<file path="src/sv/pcpc_pkg.sv">
// Shared types, sizes and helpers for the periodic complementary pair check.
// No dependencies; used by every other file of the block except pcpc_out_buf.
`timescale 1ns / 1ps
`default_nettype none

package pcpc_pkg;

	localparam int SEQ_LEN    = 32;
	localparam int IN_W       = 32;
	localparam int NUM_SHIFTS = SEQ_LEN / 2;
	localparam int LOAD_W     = (SEQ_LEN < IN_W) ? SEQ_LEN : IN_W;
	localparam int CHUNK_W    = 8;
	localparam int NUM_CHUNKS = (SEQ_LEN + CHUNK_W - 1) / CHUNK_W;
	localparam int PAD_W      = NUM_CHUNKS * CHUNK_W;
	localparam int CNT_W      = $clog2(2 * CHUNK_W + 1);
	localparam int SUM_W      = $clog2(2 * SEQ_LEN + 1);

	typedef logic [SEQ_LEN-1:0] seq_t;
	typedef logic [CNT_W-1:0]   cnt_t;
	typedef logic [SUM_W-1:0]   sum_t;

	// One beat moving from cell to cell: both sequences, their copies rotated
	// by the shift already tested, and the running verdict.
	typedef struct packed {
		logic valid;
		logic ok;
		seq_t a;
		seq_t b;
		seq_t ar;
		seq_t br;
	} chain_t;

	function automatic seq_t load_seq(input logic [IN_W-1:0] v);
		seq_t r;
		r = '0;
		for (int i = 0; i < LOAD_W; i++) begin
			r[i] = v[i];
		end
		return r;
	endfunction

	// rot[i] = x[(i + 1) mod SEQ_LEN]
	function automatic seq_t rot_one(input seq_t x);
		seq_t r;
		r = '0;
		for (int i = 0; i < SEQ_LEN - 1; i++) begin
			r[i] = x[i + 1];
		end
		r[SEQ_LEN-1] = x[0];
		return r;
	endfunction

endpackage

`default_nettype wire

</file>
<file path="src/sv/pcpc_cell.sv">
// One cell of the shift chain: tests one cyclic shift in two register stages.
// Depends on pcpc_pkg.
`timescale 1ns / 1ps
`default_nettype none

module pcpc_cell (
	input  wire                  clk,
	input  wire                  arst_n,
	input  wire                  en,
	input  wire pcpc_pkg::chain_t prev,
	output pcpc_pkg::chain_t     next
);

	pcpc_pkg::seq_t rot_a;
	pcpc_pkg::seq_t rot_b;
	logic [pcpc_pkg::PAD_W-1:0] diff_a;
	logic [pcpc_pkg::PAD_W-1:0] diff_b;
	pcpc_pkg::cnt_t cnt [pcpc_pkg::NUM_CHUNKS];

	logic           valid_s1;
	logic           ok_s1;
	pcpc_pkg::seq_t a_s1;
	pcpc_pkg::seq_t b_s1;
	pcpc_pkg::seq_t ar_s1;
	pcpc_pkg::seq_t br_s1;
	pcpc_pkg::cnt_t cnt_s1 [pcpc_pkg::NUM_CHUNKS];

	pcpc_pkg::sum_t sum;

	logic           valid_s2;
	logic           ok_s2;
	pcpc_pkg::seq_t a_s2;
	pcpc_pkg::seq_t b_s2;
	pcpc_pkg::seq_t ar_s2;
	pcpc_pkg::seq_t br_s2;

	// stage 1: rotate one more place, mark differing positions, count per chunk
	always_comb begin
		rot_a  = pcpc_pkg::rot_one(prev.ar);
		rot_b  = pcpc_pkg::rot_one(prev.br);
		diff_a = '0;
		diff_b = '0;
		diff_a[pcpc_pkg::SEQ_LEN-1:0] = prev.a ^ rot_a;
		diff_b[pcpc_pkg::SEQ_LEN-1:0] = prev.b ^ rot_b;
		for (int c = 0; c < pcpc_pkg::NUM_CHUNKS; c++) begin
			cnt[c] = '0;
			for (int k = 0; k < pcpc_pkg::CHUNK_W; k++) begin
				cnt[c] = cnt[c] + pcpc_pkg::cnt_t'(diff_a[c*pcpc_pkg::CHUNK_W + k])
					+ pcpc_pkg::cnt_t'(diff_b[c*pcpc_pkg::CHUNK_W + k]);
			end
		end
	end

	always_ff @(posedge clk or negedge arst_n) begin
		if (!arst_n) begin
			valid_s1 <= 1'b0;
		end else if (en) begin
			valid_s1 <= prev.valid;
		end
	end

	always_ff @(posedge clk) begin
		if (en) begin
			ok_s1 <= prev.ok;
			a_s1  <= prev.a;
			b_s1  <= prev.b;
			ar_s1 <= rot_a;
			br_s1 <= rot_b;
			for (int c = 0; c < pcpc_pkg::NUM_CHUNKS; c++) begin
				cnt_s1[c] <= cnt[c];
			end
		end
	end

	// stage 2: autocorrelations cancel when the differing positions total SEQ_LEN
	always_comb begin
		sum = '0;
		for (int c = 0; c < pcpc_pkg::NUM_CHUNKS; c++) begin
			sum = sum + pcpc_pkg::sum_t'(cnt_s1[c]);
		end
	end

	always_ff @(posedge clk or negedge arst_n) begin
		if (!arst_n) begin
			valid_s2 <= 1'b0;
		end else if (en) begin
			valid_s2 <= valid_s1;
		end
	end

	always_ff @(posedge clk) begin
		if (en) begin
			ok_s2 <= ok_s1 & (sum == pcpc_pkg::sum_t'(pcpc_pkg::SEQ_LEN));
			a_s2  <= a_s1;
			b_s2  <= b_s1;
			ar_s2 <= ar_s1;
			br_s2 <= br_s1;
		end
	end

	assign next.valid = valid_s2;
	assign next.ok    = ok_s2;
	assign next.a     = a_s2;
	assign next.b     = b_s2;
	assign next.ar    = ar_s2;
	assign next.br    = br_s2;

endmodule

`default_nettype wire

</file>
<file path="src/sv/pcpc_out_buf.sv">
// Output register plus skid register for the result flag.
// No package dependency.
`timescale 1ns / 1ps
`default_nettype none

module pcpc_out_buf (
	input  wire  clk,
	input  wire  arst_n,
	input  wire  in_valid,
	input  wire  in_flag,
	output logic room,
	output logic out_valid,
	input  wire  out_ready,
	output logic out_flag
);

	logic out_valid_q;
	logic out_flag_q;
	logic skid_valid_q;
	logic skid_flag_q;
	logic take;
	logic drain;

	assign room  = !skid_valid_q;
	assign take  = room & in_valid;
	assign drain = !out_valid_q | out_ready;

	always_ff @(posedge clk or negedge arst_n) begin
		if (!arst_n) begin
			out_valid_q  <= 1'b0;
			skid_valid_q <= 1'b0;
		end else if (drain) begin
			out_valid_q  <= skid_valid_q | take;
			skid_valid_q <= 1'b0;
		end else if (take) begin
			skid_valid_q <= 1'b1;
		end
	end

	always_ff @(posedge clk) begin
		if (drain) begin
			out_flag_q <= skid_valid_q ? skid_flag_q : in_flag;
		end
		if (!drain && take) begin
			skid_flag_q <= in_flag;
		end
	end

	assign out_valid = out_valid_q;
	assign out_flag  = out_flag_q;

endmodule

`default_nettype wire

</file>
<file path="src/sv/periodic_complementary_pair_check.sv">
// Periodic complementary pair check: takes one pair of packed +/-1 sequences per
// beat and returns one flag per beat, set when the two periodic autocorrelations
// cancel at every shift 1..SEQ_LEN/2. One pair is accepted every cycle while in_ready is
// high. A chain of SEQ_LEN/2 cells, each two register stages deep, tests one shift per
// cell; a result passes through every cell and then the output register. The output
// register and a one-deep skid register decouple the sides; in_ready falls only when
// both hold a result the sink has not taken.
// Depends on pcpc_pkg, pcpc_cell and pcpc_out_buf.
`timescale 1ns / 1ps
`default_nettype none

module periodic_complementary_pair_check (
	input  wire                             clk,
	input  wire                             arst_n,
	input  wire                             in_valid,
	output logic                            in_ready,
	input  wire  [pcpc_pkg::IN_W-1:0]       first_signs,
	input  wire  [pcpc_pkg::IN_W-1:0]       second_signs,
	output logic                            out_valid,
	input  wire                             out_ready,
	output logic                            is_pair
);

	pcpc_pkg::chain_t link [pcpc_pkg::NUM_SHIFTS+1];
	logic             en;

	assign en = in_ready;

	assign link[0].valid = in_valid;
	assign link[0].ok    = 1'b1;
	assign link[0].a     = pcpc_pkg::load_seq(first_signs);
	assign link[0].b     = pcpc_pkg::load_seq(second_signs);
	assign link[0].ar    = pcpc_pkg::load_seq(first_signs);
	assign link[0].br    = pcpc_pkg::load_seq(second_signs);

	for (genvar g = 0; g < pcpc_pkg::NUM_SHIFTS; g++) begin : g_cell
		pcpc_cell u_cell (
			.clk    (clk),
			.arst_n (arst_n),
			.en     (en),
			.prev   (link[g]),
			.next   (link[g+1])
		);
	end

	pcpc_out_buf u_out_buf (
		.clk       (clk),
		.arst_n    (arst_n),
		.in_valid  (link[pcpc_pkg::NUM_SHIFTS].valid),
		.in_flag   (link[pcpc_pkg::NUM_SHIFTS].ok),
		.room      (in_ready),
		.out_valid (out_valid),
		.out_ready (out_ready),
		.out_flag  (is_pair)
	);

	// a full skid register implies a full output register
	a_skid_implies_out : assert property (@(posedge clk) disable iff (!arst_n)
		!in_ready |-> out_valid)
		else $error("skid holds a result while output register is empty");

	// the chain freezes while stalled
	a_chain_holds : assert property (@(posedge clk) disable iff (!arst_n)
		!en |=> $stable(link[pcpc_pkg::NUM_SHIFTS]))
		else $error("chain moved during stall");

	// a chain result arriving at a blocked output register fills the skid
	a_skid_fills : assert property (@(posedge clk) disable iff (!arst_n)
		(en && link[pcpc_pkg::NUM_SHIFTS].valid && out_valid && !out_ready)
		|=> !in_ready)
		else $error("result dropped at output");

endmodule

`default_nettype wire

</file>
<file path="config.mk">
export PLATFORM = sky130hd
export DESIGN_NAME = periodic_complementary_pair_check
export DESIGN_NICKNAME = d
export VERILOG_FILES = /design/src/sv/pcpc_pkg.sv /design/src/sv/pcpc_cell.sv /design/src/sv/pcpc_out_buf.sv /design/src/sv/periodic_complementary_pair_check.sv
export SDC_FILE = /design/constraint.sdc
export NUM_CORES = 2
export LEC_CHECK = 0
export BUFFER_PORTS_ARGS = -buffer_cell sky130_fd_sc_hd__buf_2
export CAP_MARGIN = 30
export CELL_PAD_IN_SITES_DETAIL_PLACEMENT = 0
export CELL_PAD_IN_SITES_GLOBAL_PLACEMENT = 1
export CORE_ASPECT_RATIO = 0.5
export CORE_MARGIN = 2
export CORE_UTILIZATION = 40
export DETAILED_ROUTE_END_ITERATION = 16
export PLACE_DENSITY_LB_ADDON = 0.12
export SYNTH_ARGS = -nofsm -noshare
export SYNTH_HDL_FRONTEND = slang
export SYNTH_HIERARCHICAL = 1
export SYNTH_SLANG_ARGS = --single-unit
export TNS_END_PERCENT = 50
</file>
<file path="constraint.sdc">
create_clock -name clk -period 156.5 [get_ports clk]
set_input_delay 15.65 -clock clk [delete_from_list [all_inputs] [get_ports clk]]
set_output_delay 15.65 -clock clk [all_outputs]
set_load 0.01 [all_outputs]
</file>
==> flow_summary.rst <==
.. list-table::
   :header-rows: 1

   * - Metric
     - Value
   * - Unrepaired setup endpoints after global routing
     - no
   * - Setup Fix Bufs, Post-CTS
     - 0
   * - Status
     - finished clean
   * - Shortest clock period the worst path allows after layout
     - roughly 18 ns
   * - Data arrival time of the worst path
     - around 19 ns
   * - Hold Crit Start
     - g_cell[7].u_cell/b_s1[20]
   * - Hold-fix buffers at CTS
     - 0
   * - Final ANT Viol Nets
     - 0
   * - Filler cell count in the final layout
     - between 30000 and 40000
   * - Clock sink total
     - ~4200
   * - Number of buffers inserted by port buffering
     - 70
   * - HPWL after DPL
     - about 200 mm
   * - Per-cell via count in the routed design
     - approximately 4.3
   * - YS warnings
     - 6
   * - Highest cell delay on the worst timing path
     - around 0.54 ns
   * - Most Frequent Cell on Critical Path
     - fa_1
   * - Resize count post-CTS
     - 0
   * - Max H-tree Level
     - 5
   * - Hold violation count in the final report
     - 0
   * - Cell type of the slowest stage on the worst timing path
     - fa_1
   * - Final Instance Count excl. Fillers
     - between 10000 and 15000
   * - Buffers and inverters on the worst path
     - 3
   * - Area growth from synthesis to layout
     - 12.4%
   * - Area of the die
     - between 0.4 and 0.5 mm2
   * - Final slew viol count
     - 0
   * - Number of CTS-inserted buffers
     - a little under 400
   * - Number of global-route vias before repair
     - 66700
   * - Cell count after placement
     - between 10000 and 15000
   * - Iteration-0 DRC count of the detailed router
     - about 4200
   * - Final period util
     - 0.118
   * - Synthesized net count
     - ~9200
   * - Cell count after synthesis
     - 7927
   * - Most used cells in the layout excluding fill and tap cells
     - edfxtp_1, inv_1, fa_1
   * - Transition time at the pin with the least slew margin
     - 1.11 ns
   * - Residual DRC count
     - 0
   * - Number of setup violations in the final report
     - 0
   * - Number of iterations in the first detailed-routing pass
     - 4
   * - Most common library cell in the layout ignoring fill and taps
     - edfxtp_1
   * - WL per Instance
     - 19.8 um
   * - CTS Buffer Depth
     - 4
   * - Cell-by-cell listing of the critical path
     - buf_2, xor2_1, fa_1, fa_1, fa_1, inv_1, fa_1, inv_1, ha_1, fa_1, a21oi_1, nor2b_1
   * - Area of all placed cells without fillers
     - 0.185 mm2
   * - Kind of cell with the highest combined delay on the critical path
     - adder cells
   * - Std-Cell Rows
     - roughly 170
   * - Insertion delay of the later-clocked pin in the worst-skew pair
     - 0.92 ns
   * - Clock-pin slew reported for the worst setup and hold paths after clock tree synthesis
     - about 0.060 ns
   * - Required time at the endpoint of the critical path
     - 157.16 ns
   * - Max-cap violations
     - 0
   * - Worst setup path class
     - primary input to register
   * - Starting Density
     - 0.402
   * - Launch instance of the worst register-to-register path
     - u_out_buf/skid_valid_q
   * - Number of primary I/O pins
     - 71
   * - Fin util
     - 0.452
   * - Max Clock Freq
     - 0.0543 GHz
   * - Worst setup SP type
     - primary input
   * - Total wire length
     - between 200 and 300 mm
   * - Largest net degree at the start of global routing
     - ~190
   * - Number of nets in the final layout
     - about 9700
   * - Leftover overflow at the end of global routing
     - 0
   * - Share of cells above drive strength 1
     - 0.0860
   * - Worst rel slew slack
     - 0.263
   * - GRT Resource Usage Total
     - 0.136
   * - Clock Skew
     - just under 0.04 ns
   * - Wire length of the first global-routing pass
     - ~430 mm
   * - Crit-path max FO
     - 4
   * - Final setup TNS
     - 0 ns
   * - TritonCTS clock tree
     - done
   * - Final weighted congestion in routability-driven placement
     - around 0.75
   * - Synth Cell Area
     - between 0.15 and 0.2 mm2
   * - Detailed-route via count
     - approximately 60000
   * - Initial antenna violation count
     - 3
   * - Class of the worst hold path
     - register to register
   * - Syn_area_per_cell
     - between 20 and 25 um2
   * - Clk Tree Root Cell
     - clkbuf_16
   * - Origin of the worst setup path
     - first_signs[8]
   * - CP Capture Type
     - register
   * - Die Height
     - 458 um
   * - Total core area
     - slightly above 0.4 mm2
   * - Chip Width
     - 912 um
   * - Area post-placement
     - about 0.17 mm2
## worst reg2reg max path: stages (launching register included)
cell     delay, ns
dfrtp_1       0.48
inv_8         0.22
buf_4         0.58
buf_4         0.63
buf_4         0.71
buf_4         0.83
buf_4         0.89
buf_4         0.68
buf_4         0.80
buf_4         0.87
buf_4         0.85
## registers in the layout, indices dropped and copies added (netlist names)
register	cells
g_cell.u_cell/br_s2	480
g_cell.u_cell/ok_s1	16
g_cell.u_cell/valid_s1	16
g_cell.u_cell/valid_s2	16
g_cell.u_cell/ok_s2	16
u_out_buf/skid_valid_q	1
g_cell.u_cell/b_s2	480
u_out_buf/skid_flag_q	1
g_cell.u_cell/a_s1	480
g_cell.u_cell/a_s2	480
g_cell.u_cell/ar_s1	480
u_out_buf/out_flag	1
g_cell.u_cell/b_s1	480
g_cell.u_cell/ar_s2	480
g_cell.u_cell/cnt_s1	320
g_cell.u_cell/br_s1	480
u_out_buf/out_valid	1
## metrics by stage
stage,setup WS (ns),hold slack [ns]
2_1_floorplan,59.23,0.400
3_3_place_gp,137.07,0.401
3_5_place_dp,137.09,0.405
4_1_cts,138.15,0.391
5_1_grt,138.01,0.406
6_report,138.08,0.390
## cell type report
class | instances | area, um2 | area share
clock buffers | 454 | 10100 | 0.0547
inverters | 828 | 3120 | 0.0168
clock inverters | 240 | 2710 | 0.0146
well taps | 5460 | 6830 | 0.0369
repair buffers | 129 | 1030 | 0.00558
flip-flops and latches | 4228 | 127000 | 0.684
multi-input cells | 2839 | 34700 | 0.187
diodes | 1 | 2.50 | 0.0000135
## metal layers
metal	routed length, um	up-vias	global-route usage
li1	-	29500	-
met1	135000	30800	0.201
met2	130000	642	0.214
met3	8210	460	0.0209
met4	6220	4	0.0314
met5	27	-	0
## worst paths after layout
path                                                      end  depth (start not counted)  slack, ns
worst min-delay path                g_cell[7].u_cell/b_s2[20]                          0       0.39
min in group asynchronous           g_cell[1].u_cell/valid_s1                          1      14.80
worst max-delay path            g_cell[0].u_cell/cnt_s1[1][4]                         12     138.08
max in group asynchronous          g_cell[15].u_cell/valid_s2                          1     141.21
worst max register to register      g_cell[0].u_cell/ar_s1[6]                         10     148.53
worst min register to register      g_cell[7].u_cell/b_s2[20]                          0       0.39
Power is left out: the tool's default activity adds up to more than one toggle a clock period on the data nets, which glitch-free logic cannot reach.
